File: config.mk
export PLATFORM = sky130hd
export DESIGN_NAME = first_fit_segment_allocator_core_flat
export DESIGN_NICKNAME = d
export VERILOG_FILES = /design/src/design/ffsa_pkg.sv /design/src/design/ffsa_if.sv /design/src/design/first_fit_segment_allocator_core.sv /design/src/flat_wrapper.sv
export SDC_FILE = /design/constraint.sdc
export NUM_CORES = 1
export LEC_CHECK = 0
export ABC_AREA = 1
export BUFFER_PORTS_ARGS = -buffer_cell sky130_fd_sc_hd__buf_2
export CELL_PAD_IN_SITES_DETAIL_PLACEMENT = 1
export CELL_PAD_IN_SITES_GLOBAL_PLACEMENT = 1
export CORE_MARGIN = 2
export CORE_UTILIZATION = 50
export CTS_CLUSTER_SIZE = 12
export DETAILED_ROUTE_END_ITERATION = 10
export GPL_TIMING_DRIVEN = 0
export MAX_ROUTING_LAYER = met4
export PLACE_DENSITY_LB_ADDON = 0.1
export SYNTH_ARGS = -nofsm -noshare
export SYNTH_HDL_FRONTEND = slang
export SYNTH_SLANG_ARGS = --single-unit
File: constraint.sdc
create_clock -name clk_i -period 9.37 [get_ports clk_i]
set_clock_uncertainty 0.05 [all_clocks]
set_input_delay 1.4055 -clock clk_i [delete_from_list [all_inputs] [get_ports clk_i]]
set_output_delay 1.4055 -clock clk_i [all_outputs]
set_load 0.01 [all_outputs]
File: src/design/ffsa_pkg.sv
`default_nettype none
package ffsa_pkg;
  localparam int unsigned MaxSegmentsDefault = 16;
  localparam int unsigned AddrBitsDefault = 16;
  localparam int unsigned FieldBits = 16;
  localparam int unsigned KindBits = 3;
  localparam logic [FieldBits-1:0] MemSizeReset = 16'd1024;

  typedef enum logic [KindBits-1:0] {
    KIND_PLACED    = 3'd0,
    KIND_EVICTED   = 3'd1,
    KIND_REMOVED   = 3'd2,
    KIND_NOT_FOUND = 3'd3,
    KIND_TOO_BIG   = 3'd4,
    KIND_FULL      = 3'd5
  } kind_e;

  localparam logic OP_PLACE = 1'b0;
  localparam logic OP_REMOVE = 1'b1;

  typedef enum logic [3:0] {
    ST_IDLE,
    ST_SCAN,
    ST_EVICT,
    ST_SHIFT_UP,
    ST_SHIFT_DOWN,
    ST_WRITE,
    ST_OUT
  } state_e;
endpackage
`default_nettype wire

File: src/design/ffsa_if.sv
`default_nettype none
interface ffsa_req_if;
  logic        valid;
  logic        ready;
  logic        op;
  logic [15:0] req_id;
  logic [15:0] req_size;
  modport source (output valid, op, req_id, req_size, input ready);
  modport sink (input valid, op, req_id, req_size, output ready);
endinterface

interface ffsa_rsp_if;
  logic        valid;
  logic        ready;
  logic [2:0]  kind;
  logic [15:0] out_id;
  logic [15:0] out_base;
  logic [15:0] out_size;
  logic        last;
  modport source (output valid, kind, out_id, out_base, out_size, last, input ready);
  modport sink (input valid, kind, out_id, out_base, out_size, last, output ready);
endinterface

interface ffsa_cfg_if;
  logic        valid;
  logic        ready;
  logic [15:0] data;
  modport source (output valid, data, input ready);
  modport sink (input valid, data, output ready);
endinterface
`default_nettype wire

File: src/design/first_fit_segment_allocator_core.sv
// Channel   Direction  Payload
// req       in         op, req_id, req_size
// rsp       out        kind, out_id, out_base, out_size, last
// cfg       in         memory_size write data
// One request at a time. The table lives in a memory with registered reads;
// a scan reads one entry per cycle. Reset empties the table at once through a
// fill count. A waiting result stalls the sequencer until it is taken.
`default_nettype none
module first_fit_segment_allocator_core #(
  parameter int unsigned MAX_SEGMENTS = ffsa_pkg::MaxSegmentsDefault,
  parameter int unsigned ADDR_BITS = ffsa_pkg::AddrBitsDefault
) (
  input  wire logic clk_i,
  input  wire logic rst_ni,
  ffsa_req_if.sink   req,
  ffsa_rsp_if.source rsp,
  ffsa_cfg_if.sink   cfg
);
  localparam int unsigned IdxW = (MAX_SEGMENTS > 1) ? $clog2(MAX_SEGMENTS) : 1;
  localparam int unsigned CntW = $clog2(MAX_SEGMENTS + 1);
  localparam int unsigned EntW = 2 * ffsa_pkg::FieldBits + ADDR_BITS;
  localparam int unsigned SumW = ADDR_BITS + 1;

  typedef struct packed {
    logic [ffsa_pkg::FieldBits-1:0] id;
    logic [ADDR_BITS-1:0]           base;
    logic [ffsa_pkg::FieldBits-1:0] len;
  } entry_t;

  entry_t mem_q [MAX_SEGMENTS];
  entry_t rdata_q;
  logic [IdxW-1:0] raddr;
  logic            we;
  logic [IdxW-1:0] waddr;
  entry_t          wdata;

  always_ff @(posedge clk_i) begin
    if (we) begin
      mem_q[waddr] <= wdata;
    end
    rdata_q <= mem_q[raddr];
  end

  ffsa_pkg::state_e state_q, state_d;
  logic [CntW-1:0] n_q, n_d;
  logic [CntW-1:0] i_q, i_d;
  logic [CntW-1:0] pos_q, pos_d;
  logic            op_q, op_d;
  logic [15:0]     id_q, id_d, size_q, size_d;
  logic [15:0]     msize_q, msize_d;
  logic            prim_q, prim_d;
  logic [SumW-1:0] end_q, end_d;
  logic            place_q, place_d;
  logic [2:0]      okind_q, okind_d;
  logic [15:0]     oid_q, oid_d, obase_q, obase_d, osize_q, osize_d;
  logic            olast_q, olast_d;
  logic            ovalid_q, ovalid_d;
  ffsa_pkg::state_e after_q, after_d;

  logic [SumW-1:0] rd_end;
  logic [SumW-1:0] next_addr;
  logic [SumW-1:0] gap;

  assign rd_end = SumW'(rdata_q.base) + SumW'(rdata_q.len);

  assign cfg.ready = (state_q == ffsa_pkg::ST_IDLE) && !ovalid_q;
  assign req.ready = (state_q == ffsa_pkg::ST_IDLE) && !ovalid_q;
  assign rsp.valid = ovalid_q;
  assign rsp.kind = okind_q;
  assign rsp.out_id = oid_q;
  assign rsp.out_base = obase_q;
  assign rsp.out_size = osize_q;
  assign rsp.last = olast_q;

  always_comb begin
    next_addr = (i_q < n_q) ? SumW'(rdata_q.base) : SumW'(msize_q);
    gap = (next_addr > end_q) ? next_addr - end_q : '0;
  end

  always_ff @(posedge clk_i or negedge rst_ni) begin
    if (!rst_ni) begin
      state_q <= ffsa_pkg::ST_IDLE;
      after_q <= ffsa_pkg::ST_IDLE;
      n_q <= '0;
      msize_q <= ffsa_pkg::MemSizeReset;
      ovalid_q <= 1'b0;
      place_q <= 1'b0;
    end else begin
      state_q <= state_d;
      after_q <= after_d;
      n_q <= n_d;
      msize_q <= msize_d;
      ovalid_q <= ovalid_d;
      place_q <= place_d;
    end
  end

  always_ff @(posedge clk_i) begin
    i_q <= i_d;
    pos_q <= pos_d;
    op_q <= op_d;
    id_q <= id_d;
    size_q <= size_d;
    prim_q <= prim_d;
    end_q <= end_d;
    okind_q <= okind_d;
    oid_q <= oid_d;
    obase_q <= obase_d;
    osize_q <= osize_d;
    olast_q <= olast_d;
  end

  always_comb begin
    state_d = state_q;
    after_d = after_q;
    n_d = n_q;
    i_d = i_q;
    pos_d = pos_q;
    op_d = op_q;
    id_d = id_q;
    size_d = size_q;
    prim_d = prim_q;
    end_d = end_q;
    place_d = place_q;
    okind_d = okind_q;
    oid_d = oid_q;
    obase_d = obase_q;
    osize_d = osize_q;
    olast_d = olast_q;
    ovalid_d = ovalid_q;
    msize_d = msize_q;
    raddr = IdxW'(0);
    we = 1'b0;
    waddr = IdxW'(0);
    wdata = '{id: id_q, base: end_q[ADDR_BITS-1:0], len: size_q};

    if (ovalid_q && rsp.ready) begin
      ovalid_d = 1'b0;
    end

    case (state_q)
      ffsa_pkg::ST_IDLE: begin
        if (cfg.valid && cfg.ready) begin
          msize_d = cfg.data;
        end else if (req.valid && req.ready) begin
          op_d = req.op;
          id_d = req.req_id;
          size_d = req.req_size;
          i_d = '0;
          prim_d = 1'b1;
          end_d = '0;
          raddr = IdxW'(0);
          if (req.op == ffsa_pkg::OP_REMOVE) begin
            if (n_q == '0) begin
              okind_d = ffsa_pkg::KIND_NOT_FOUND;
              oid_d = req.req_id; obase_d = '0; osize_d = '0; olast_d = 1'b1;
              ovalid_d = 1'b1;
            end else begin
              state_d = ffsa_pkg::ST_SCAN;
            end
          end else if (req.req_size > msize_q) begin
            okind_d = ffsa_pkg::KIND_TOO_BIG;
            oid_d = req.req_id; obase_d = '0; osize_d = req.req_size; olast_d = 1'b1;
            ovalid_d = 1'b1;
          end else if (n_q >= CntW'(MAX_SEGMENTS)) begin
            okind_d = ffsa_pkg::KIND_FULL;
            oid_d = req.req_id; obase_d = '0; osize_d = req.req_size; olast_d = 1'b1;
            ovalid_d = 1'b1;
          end else if (n_q == '0) begin
            pos_d = '0;
            end_d = '0;
            state_d = ffsa_pkg::ST_WRITE;
          end else begin
            state_d = ffsa_pkg::ST_SCAN;
          end
        end
      end
      ffsa_pkg::ST_SCAN: begin
        // rdata_q holds entry i_q when i_q < n_q; prim_q marks the first cycle.
        if (op_q == ffsa_pkg::OP_REMOVE) begin
          if (rdata_q.id == id_q) begin
            okind_d = ffsa_pkg::KIND_REMOVED;
            oid_d = id_q;
            obase_d = 16'(rdata_q.base);
            osize_d = rdata_q.len;
            olast_d = 1'b1;
            pos_d = i_q;
            after_d = ffsa_pkg::ST_SHIFT_DOWN;
            state_d = ffsa_pkg::ST_OUT;
          end else if (i_q + 1'b1 >= n_q) begin
            okind_d = ffsa_pkg::KIND_NOT_FOUND;
            oid_d = id_q; obase_d = '0; osize_d = '0; olast_d = 1'b1;
            after_d = ffsa_pkg::ST_IDLE;
            state_d = ffsa_pkg::ST_OUT;
          end else begin
            i_d = i_q + 1'b1;
            raddr = IdxW'(i_q + 1'b1);
          end
        end else if (prim_q) begin
          prim_d = 1'b0;
          end_d = rd_end;
          i_d = i_q + 1'b1;
          raddr = IdxW'(i_q + 1'b1);
        end else begin
          if (gap >= SumW'(size_q)) begin
            pos_d = i_q;
            if (i_q == n_q) begin
              state_d = ffsa_pkg::ST_WRITE;
            end else begin
              i_d = n_q;
              state_d = ffsa_pkg::ST_SHIFT_UP;
              raddr = IdxW'(n_q - 1'b1);
            end
          end else if (i_q >= n_q) begin
            end_d = '0;
            pos_d = '0;
            raddr = IdxW'(0);
            state_d = ffsa_pkg::ST_EVICT;
          end else begin
            end_d = rd_end;
            i_d = i_q + 1'b1;
            raddr = IdxW'(i_q + 1'b1);
          end
        end
      end
      ffsa_pkg::ST_EVICT: begin
        // rdata_q holds entry pos_q, the lowest not yet evicted.
        if (pos_q < n_q && rdata_q.base < ADDR_BITS'(size_q)) begin
          if (ovalid_q && !rsp.ready) begin
            // The previous eviction is still waiting; keep the entry in view.
            raddr = IdxW'(pos_q);
          end else begin
            okind_d = ffsa_pkg::KIND_EVICTED;
            oid_d = rdata_q.id;
            obase_d = 16'(rdata_q.base);
            osize_d = rdata_q.len;
            olast_d = 1'b0;
            pos_d = pos_q + 1'b1;
            after_d = ffsa_pkg::ST_EVICT;
            raddr = IdxW'(pos_q + 1'b1);
            state_d = ffsa_pkg::ST_OUT;
          end
        end else begin
          // Drop the evicted prefix, then insert at the front.
          end_d = '0;
          if (pos_q == '0) begin
            if (n_q == '0) begin
              state_d = ffsa_pkg::ST_WRITE;
            end else begin
              i_d = n_q;
              state_d = ffsa_pkg::ST_SHIFT_UP;
              raddr = IdxW'(n_q - 1'b1);
            end
          end else begin
            // Entry 0 is overwritten by the new one; the entries after the prefix shift down.
            n_d = n_q - pos_q + 1'b1;
            i_d = '0;
            pos_d = pos_q - 1'b1;
            place_d = 1'b1;
            raddr = IdxW'(pos_q);
            state_d = (pos_q == 1'b1) ? ffsa_pkg::ST_WRITE : ffsa_pkg::ST_SHIFT_DOWN;
            if (pos_q == 1'b1) begin
              pos_d = '0;
              n_d = n_q;
            end
          end
        end
      end
      ffsa_pkg::ST_SHIFT_UP: begin
        // rdata_q holds entry i_q-1; move it to i_q.
        we = 1'b1;
        waddr = IdxW'(i_q);
        wdata = rdata_q;
        i_d = i_q - 1'b1;
        raddr = IdxW'(i_q - 2'd2);
        if (i_q - 1'b1 == pos_q) begin
          n_d = n_q;
          state_d = ffsa_pkg::ST_WRITE;
        end
      end
      ffsa_pkg::ST_WRITE: begin
        // Wait until the last eviction result has been taken.
        if (!ovalid_q || rsp.ready) begin
          we = 1'b1;
          waddr = IdxW'(place_q ? '0 : pos_q);
          wdata = '{id: id_q, base: end_q[ADDR_BITS-1:0], len: size_q};
          if (place_q) begin
            place_d = 1'b0;
          end else begin
            n_d = n_q + 1'b1;
          end
          okind_d = ffsa_pkg::KIND_PLACED;
          oid_d = id_q;
          obase_d = 16'(end_q);
          osize_d = size_q;
          olast_d = 1'b1;
          after_d = ffsa_pkg::ST_IDLE;
          state_d = ffsa_pkg::ST_OUT;
        end
      end
      ffsa_pkg::ST_SHIFT_DOWN: begin
        if (place_q) begin
          // Compact evicted prefix: move entry i_q+pos_q+1 to i_q+1.
          raddr = IdxW'(i_q + pos_q + 2'd2);
          we = 1'b1;
          waddr = IdxW'(i_q + 1'b1);
          wdata = rdata_q;
          i_d = i_q + 1'b1;
          if (i_q + 2'd2 >= n_q) begin
            pos_d = '0;
            state_d = ffsa_pkg::ST_WRITE;
          end
        end else begin
          // Remove entry pos_q: rdata_q holds entry i_q+1 once primed.
          if (prim_q) begin
            prim_d = 1'b0;
            i_d = pos_q;
            raddr = IdxW'(pos_q + 1'b1);
            if (pos_q + 1'b1 >= n_q) begin
              n_d = n_q - 1'b1;
              state_d = ffsa_pkg::ST_IDLE;
            end
          end else begin
            we = 1'b1;
            waddr = IdxW'(i_q);
            wdata = rdata_q;
            i_d = i_q + 1'b1;
            raddr = IdxW'(i_q + 2'd2);
            if (i_q + 2'd2 >= n_q) begin
              n_d = n_q - 1'b1;
              state_d = ffsa_pkg::ST_IDLE;
            end
          end
        end
      end
      ffsa_pkg::ST_OUT: begin
        raddr = IdxW'(pos_q);
        if (!ovalid_q) begin
          ovalid_d = 1'b1;
          prim_d = 1'b1;
          state_d = after_q;
        end
      end
      default: state_d = ffsa_pkg::ST_IDLE;
    endcase
  end

  // The eviction state always re-reads the entry at pos_q after a result.
  // After ST_OUT with after_q == ST_EVICT the read address was pos_q.

  assert property (@(posedge clk_i) disable iff (!rst_ni)
    n_q <= CntW'(MAX_SEGMENTS)) else $error("segment count overflow");
  assert property (@(posedge clk_i) disable iff (!rst_ni)
    (req.valid && req.ready) |-> !rsp.valid) else $error("request taken with result pending");
  assert property (@(posedge clk_i) disable iff (!rst_ni)
    (state_q == ffsa_pkg::ST_WRITE && (!rsp.valid || rsp.ready))
    |=> (state_q == ffsa_pkg::ST_OUT))
    else $error("placement not reported");
endmodule
`default_nettype wire
File: src/flat_wrapper.sv
// flat-port wrapper written by rule: the top's interface ports become plain ports
module first_fit_segment_allocator_core_flat 
#(
  parameter int unsigned MAX_SEGMENTS = ffsa_pkg::MaxSegmentsDefault,
  parameter int unsigned ADDR_BITS = ffsa_pkg::AddrBitsDefault
)
  (clk_i, rst_ni, req_valid, req_op, req_req_id, req_req_size, req_ready, rsp_valid, rsp_kind, rsp_out_id, rsp_out_base, rsp_out_size, rsp_last, rsp_ready, cfg_valid, cfg_data, cfg_ready);
  ffsa_req_if req_i ();
  ffsa_rsp_if rsp_i ();
  ffsa_cfg_if cfg_i ();
  input  wire logic clk_i;
  input  wire logic rst_ni;
  input wire logic [$bits(req_i.valid)-1:0] req_valid;
  input wire logic [$bits(req_i.op)-1:0] req_op;
  input wire logic [$bits(req_i.req_id)-1:0] req_req_id;
  input wire logic [$bits(req_i.req_size)-1:0] req_req_size;
  output wire logic [$bits(req_i.ready)-1:0] req_ready;
  output wire logic [$bits(rsp_i.valid)-1:0] rsp_valid;
  output wire logic [$bits(rsp_i.kind)-1:0] rsp_kind;
  output wire logic [$bits(rsp_i.out_id)-1:0] rsp_out_id;
  output wire logic [$bits(rsp_i.out_base)-1:0] rsp_out_base;
  output wire logic [$bits(rsp_i.out_size)-1:0] rsp_out_size;
  output wire logic [$bits(rsp_i.last)-1:0] rsp_last;
  input wire logic [$bits(rsp_i.ready)-1:0] rsp_ready;
  input wire logic [$bits(cfg_i.valid)-1:0] cfg_valid;
  input wire logic [$bits(cfg_i.data)-1:0] cfg_data;
  output wire logic [$bits(cfg_i.ready)-1:0] cfg_ready;
  assign req_i.valid = req_valid;
  assign req_i.op = req_op;
  assign req_i.req_id = req_req_id;
  assign req_i.req_size = req_req_size;
  assign req_ready = req_i.ready;
  assign rsp_valid = rsp_i.valid;
  assign rsp_kind = rsp_i.kind;
  assign rsp_out_id = rsp_i.out_id;
  assign rsp_out_base = rsp_i.out_base;
  assign rsp_out_size = rsp_i.out_size;
  assign rsp_last = rsp_i.last;
  assign rsp_i.ready = rsp_ready;
  assign cfg_i.valid = cfg_valid;
  assign cfg_i.data = cfg_data;
  assign cfg_ready = cfg_i.ready;
  first_fit_segment_allocator_core #(.MAX_SEGMENTS(MAX_SEGMENTS), .ADDR_BITS(ADDR_BITS)) u_core (.clk_i(clk_i), .rst_ni(rst_ni), .req(req_i), .rsp(rsp_i), .cfg(cfg_i));
endmodule
# Word-level counts from Yosys, hierarchy flattened
# Memories as Yosys holds them, arrays and structs flattened. A register that Yosys moved wholly into a read port is not among the register bits.
# Index checks and enable logic that the tools add are counted.
# word_totals
mem_bits_rw	768
mem_count	1
out_inout_bits	55
register_bits	144
elab_cells	326
# op_classes
n_bitwise	1
muxes	198
addsub	14
reduce_logical	31
n_eq_ne	52
n_lt_le_gt_ge	11
# memory_table
memory	depth	width	rd	rd_clocked_by_memory_dff	wr	line_no	rtl
u_core.mem_q	16	48	1	1	1	first_fit_segment_allocator_core.sv:30	entry_t mem_q [MAX_SEGMENTS];
# ops
op	count
$mux W16	35
$mux W5	40
$pmux W16 S4	3
$mux W4	46
$mux W17	8
$mux W48	2
$pmux W48 S2	1
$pmux W17 S3	1
$mux W3	15
$mux W1	34
$ne A3 B3 Y1 const B	11
$ne A2 B2 Y1 const B	14
$pmux W4 S7	1
$pmux W5 S5	1
$pmux W4 S3	2
$add A5 B1 Y5 const B	4
$ge A5 B5 Y1	4
$pmux W4 S5	1
$pmux W5 S4	1
$reduce_and A6 Y1	3
$reduce_and A9 Y1	2
$add A16 B16 Y17	1
$ge A17 B16 Y1	1
$gt A17 B17 Y1	1
other kinds (45)	75

# Depth between registers and ports, before layout
# depth
word_depth	9
mapped_depth	46
ltp_nobuf	42

# Worst setup path after synthesis
# Ideal clock, no wire load.
# synth_path
path_type	reg-to-reg
startpoint	register u_core.n_q[2]
endpoint	register u_core.end_q[0], enable pin
required_ps	8835
synth_period_minus_slack_ps	7720
arrival_ps	7185
setup_slack_ps	1650
setup_ps	485
stages_incl_launch_ff	33
path_cell_list	dfrtp_1 -> clkbuf_1 -> inv_1 -> ha_1 -> a21oi_1 -> or2_2 -> nand3_1 -> clkbuf_1 -> nand2_1 -> o21ai_0 -> ha_1 -> nand2_1 -> inv_1 -> a21oi_1 -> nand3_2 -> nand2_1 -> nand2_2 -> nand2_4 -> clkbuf_1 -> nor2_1 -> ha_1 -> a21o_1 -> nor2_1 -> nand3_1 -> nand2_1 -> nand2_1 -> nand2_1 -> nand2_1 -> nand2_1 -> nand2_4 -> inv_2 -> nor2_4 -> a2111oi_0
# synth_between
elab_chain_cells	7
word_cells_on_any_way	11
cone_classes	add/sub (1); order compare (4); eq/ne (2); mux (2); reduce/logical (2)
# synth_lines
element	line_no	rtl
start, declared	first_fit_segment_allocator_core.sv:45	logic [CntW-1:0] n_q, n_d;
start signal, assigned	first_fit_segment_allocator_core.sv:91	n_q <= n_d;
$lt A5 B5 Y1	first_fit_segment_allocator_core.sv:76	next_addr = (i_q < n_q) ? SumW'(rdata_q.base) : SumW'(msize_q);
$mux W16	first_fit_segment_allocator_core.sv:76	
$sub A17 B17 Y17 / $gt A17 B17 Y1 (equally long branches)	first_fit_segment_allocator_core.sv:77	gap = (next_addr > end_q) ? next_addr - end_q : '0;
$mux W17	first_fit_segment_allocator_core.sv:77	
$ge A17 B16 Y1	first_fit_segment_allocator_core.sv:205	if (gap >= SumW'(size_q)) begin
$ne A3 B2 Y1 (no source line)	--	
$reduce_and A6 Y1 (no source line) *	--	
end signal, assigned	first_fit_segment_allocator_core.sv:105	end_q <= end_d;
end, declared	first_fit_segment_allocator_core.sv:52	logic [SumW-1:0] end_q, end_d;
# Every way passes the cells marked *; elsewhere a longest branch is shown, timed or not.
# A chain may end at the register's enable or synchronous reset.

# Worst setup path in the final report
# layout_path
startpoint	register u_core.n_q[2]
endpoint	register, netlist name u_core.rdata_q[7]
# layout_between
elab_chain_cells	9
word_cells_on_any_way	24
cone_classes	add/sub (2); order compare (6); eq/ne (1); mux (13); reduce/logical (2)
# layout_lines
element	line_no	rtl
$lt A5 B5 Y1	first_fit_segment_allocator_core.sv:76	
$mux W16	first_fit_segment_allocator_core.sv:76	
$sub A17 B17 Y17 / $gt A17 B17 Y1 (equally long branches)	first_fit_segment_allocator_core.sv:77	
$mux W17	first_fit_segment_allocator_core.sv:77	
$ge A17 B16 Y1	first_fit_segment_allocator_core.sv:205	
$mux W4	first_fit_segment_allocator_core.sv:205	
$mux W4	first_fit_segment_allocator_core.sv:199	end else if (prim_q) begin
$mux W4	first_fit_segment_allocator_core.sv:180	if (op_q == ffsa_pkg::OP_REMOVE) begin
$pmux W4 S5 *	first_fit_segment_allocator_core.sv:141	case (state_q)
# Marks and branches as above.

==> results.sh <==
export IMPL_dpl_hpwl_mm=121
export IMPL_hold_slack_ps=442
export IMPL_status="finished, violations left"
export IMPL_grt_start_max_net_pins=36
export IMPL_gp_congestion=0.951
export IMPL_max_stage_delay_ps=570
export IMPL_path_buf_inv=7
export IMPL_dr_pass1_iters=5
export IMPL_ff2ff_setup_slack_ps=430
export IMPL_r2r_start="u_core.n_q[2]"
export IMPL_tns_ps=0
export IMPL_dieHeight_um=311
export IMPL_ff2ff_path_depth=39
export IMPL_setup_ws_ps=433
export IMPL_ys_ff_latch=957
export IMPL_required_ps=9830
export IMPL_critical_path_slowest_cell="clkbuf_1"
export IMPL_crit_family="simple AND/OR/NAND/NOR gates"
export IMPL_timing_rr_end="u_core.rdata_q[7]"
export IMPL_nets=5302
export IMPL_clk_pin_slew_ps=70
export IMPL_synth_edf_count=881
export IMPL_wl_per_cell_um=26.3
export IMPL_ant_nets=0
export IMPL_grt_overflow_total=0
export IMPL_clock_sinks=957
export IMPL_tightest_slew_ps=1570
export IMPL_cts_hold_buf=0
export IMPL_synth_cell_types=54
export IMPL_mostFrequentLayoutCells="inv_1 (971), edfxtp_1 (881), nand2_1 (766)"
export IMPL_dieArea_um2=96800
export IMPL_grt_pass1_vias=39200
export IMPL_core_area_um2=93300
export IMPL_worstHoldPathCells=2
export IMPL_cts_htree_levels=3
export IMPL_cp_max_fo=10
export IMPL_remaining_drc_errors=0
export IMPL_ys_warn_count=0
export IMPL_hold_path_startpoint="u_core.after_q[2]"
export IMPL_rows=112
export IMPL_cts_root_buf="clkbuf_16"
export IMPL_synth_top_family_by_area="simple AND/OR/NAND/NOR gates"
export IMPL_fin_crit_ps=8940
export IMPL_crit_top_cell="nand2_1"
export IMPL_syn_num_nets=5016
export IMPL_vias=38500
export IMPL_final_common_cell="inv_1"
export IMPL_drt_wl_total_mm=170
export IMPL_hold_class="reg -> reg"
export IMPL_antenna_found_initial=6
export IMPL_cap_violations=1
export IMPL_netlist_instances=4835
export IMPL_finalCritPeriodShare=0.954
export IMPL_area_growth_pct=13.5
export IMPL_timing_fmax_mhz=112
export IMPL_hold_end="u_core.after_q[2]"
export IMPL_initial_core_util=0.505
export IMPL_synthesis_area_um2=47200
export IMPL_synth_compound_area_share=0.0421
export IMPL_numCtsBuffers=105
export IMPL_syn_avg_cell_area_um2=9.75
export IMPL_reg_top3="u_core.mem_q x768, u_core.rdata_q x48, u_core.end_q x17"
export IMPL_cts_tree="built"
export IMPL_ctsLongestPathBuffers=3
export IMPL_regMostFlops="u_core.mem_q"
export IMPL_grt_first_pass_wirelength_mm=251
export IMPL_largest_register_ff_count=768
export IMPL_ios=109
export IMPL_crit_start="u_core.n_q[2]"
export IMPL_relSlewSlack=-0.0458
export IMPL_synth_fa_ha_area_frac=0.0345
export IMPL_startpoint_type="flip-flop"
export IMPL_worst_setup_path_type="reg -> reg"
export IMPL_drt_initial_drc_count=4378
export IMPL_grt_total_usage=0.358
export IMPL_synth_simple_gate_area_share=0.211
export IMPL_hold_violations=0
export IMPL_synth_area_mux_share=0.000239
export IMPL_slew_viol_final=11
export IMPL_drive_gt1_frac=0.101
export IMPL_synthArstFlopShare=0.0293
export IMPL_setup_violations=0
export IMPL_cp_arrival_ps=9390
export IMPL_fillerInstances=10500
export IMPL_worstSetupEndpointType="flip-flop"
export IMPL_post_cts_buffers=0
export IMPL_ctsResizeCount=0
export IMPL_viasPerCell=5.96
export IMPL_die_w_um=311
export IMPL_yosysSeqAreaShare=0.596
export IMPL_synth_flop_cell="edfxtp_1"
export IMPL_place_port_buffers=108
export IMPL_yosys_area_share_xor_xnor=0.00929
export IMPL_dp_slack_ps=798
export IMPL_failed_checks="max-capacitance violations, max-slew violations"
export IMPL_rsz0062_at_grt="false"
export IMPL_insertion_delay_ps=700
-- metrics by stage --
| step | instances | utilization | instance area, um2 |
|---|---|---|---|
| after floorplan | 4835 | - | 47200 |
| after global routing | 6462 | 0.574 | 53500 |
| after global placement | 6197 | 0.528 | 49300 |
| after CTS | 6461 | 0.574 | 53500 |
| after detailed placement | 6268 | 0.540 | 50400 |
| final | 6463 | 0.574 | 53600 |
-- metal layers --
layer	routed length, um	part of all wire	vias up	global-route usage
met5	0	0	-	-
met4	8040	0.047	0	0.151
met3	13900	0.082	397	0.0540
met2	78900	0.46	1798	0.558
met1	69300	0.41	19300	0.468
li1	-	-	17000	-
-- Yosys cell counts, drive strengths merged (4+ instances only) --
library cell,number,area share
inv,982,0.078
edfxtp,881,0.56
nand2,771,0.062
nand3,731,0.078
nand4,401,0.053
nor2,153,0.013
buf,149,0.018
clkbuf,132,0.011
o21ai,130,0.014
ha,122,0.032
a21oi,98,0.010
dfxtp,48,0.020
o211ai,31,0.0049
dfrtp,27,0.014
xor2,27,0.0050
o22ai,23,0.0031
xnor2,23,0.0043
nor3,18,0.0019
o221ai,10,0.0019
o2111ai,7,0.0013
a221oi,6,0.0011
a31oi,6,0.00080
or2,6,0.00080
a211oi,5,0.00080
fa,5,0.0021
a22oi,4,0.00064
clkinv,4,0.00032
nand3b,4,0.00064
nor4,4,0.00053
o21a,4,0.00064
o21bai,4,0.00064
-- cell type report --
type	count	area, um2	area share
Clock buffer	151	2920	0.0546
Tap cell	1254	1570	0.0293
Inverter	986	3700	0.0691
Buffer	281	1330	0.0248
Clock inverter	42	240	0.00449
Antenna cell	2	5.00	0.0000935
Timing Repair Buffer	179	1470	0.0274
Sequential cell	957	28100	0.525
Multi-Input combinational cell	2611	14200	0.265
-- how the worst max path moves through the flow --
stage,cells after the start,slack [ps],end
final,39,430,u_core.rdata_q[7]
after global routing,41,180,u_core.rdata_q[26]
after CTS,39,730,u_core.rdata_q[31]
after detailed placement,39,800,u_core.rdata_q[11]
after global placement,35,-2390,u_core.end_q[0]
after floorplan,32,1650,u_core.end_q[0]
-- logic make-up (layout without fill, tap and decap cells) --
group,after synthesis,count (layout)
AOI/OAI and AO/OA,340,340
xor gates and xnor gates,50,50
adders and majority gates,127,127
buffers and inverters,1267,1639
DFF,957,957
muxes,1,1
other,0,2
and+or+nand+nor,2093,2093
-- worst min-delay path, cell delays in order, from the launching register on --
cell     delay [ps]
dfrtp_1         350
nand2_1          60
o31ai_1          50
Power is not shown: default switching activity piles up to over one toggle a cycle in this logic, so the estimate is an artifact.
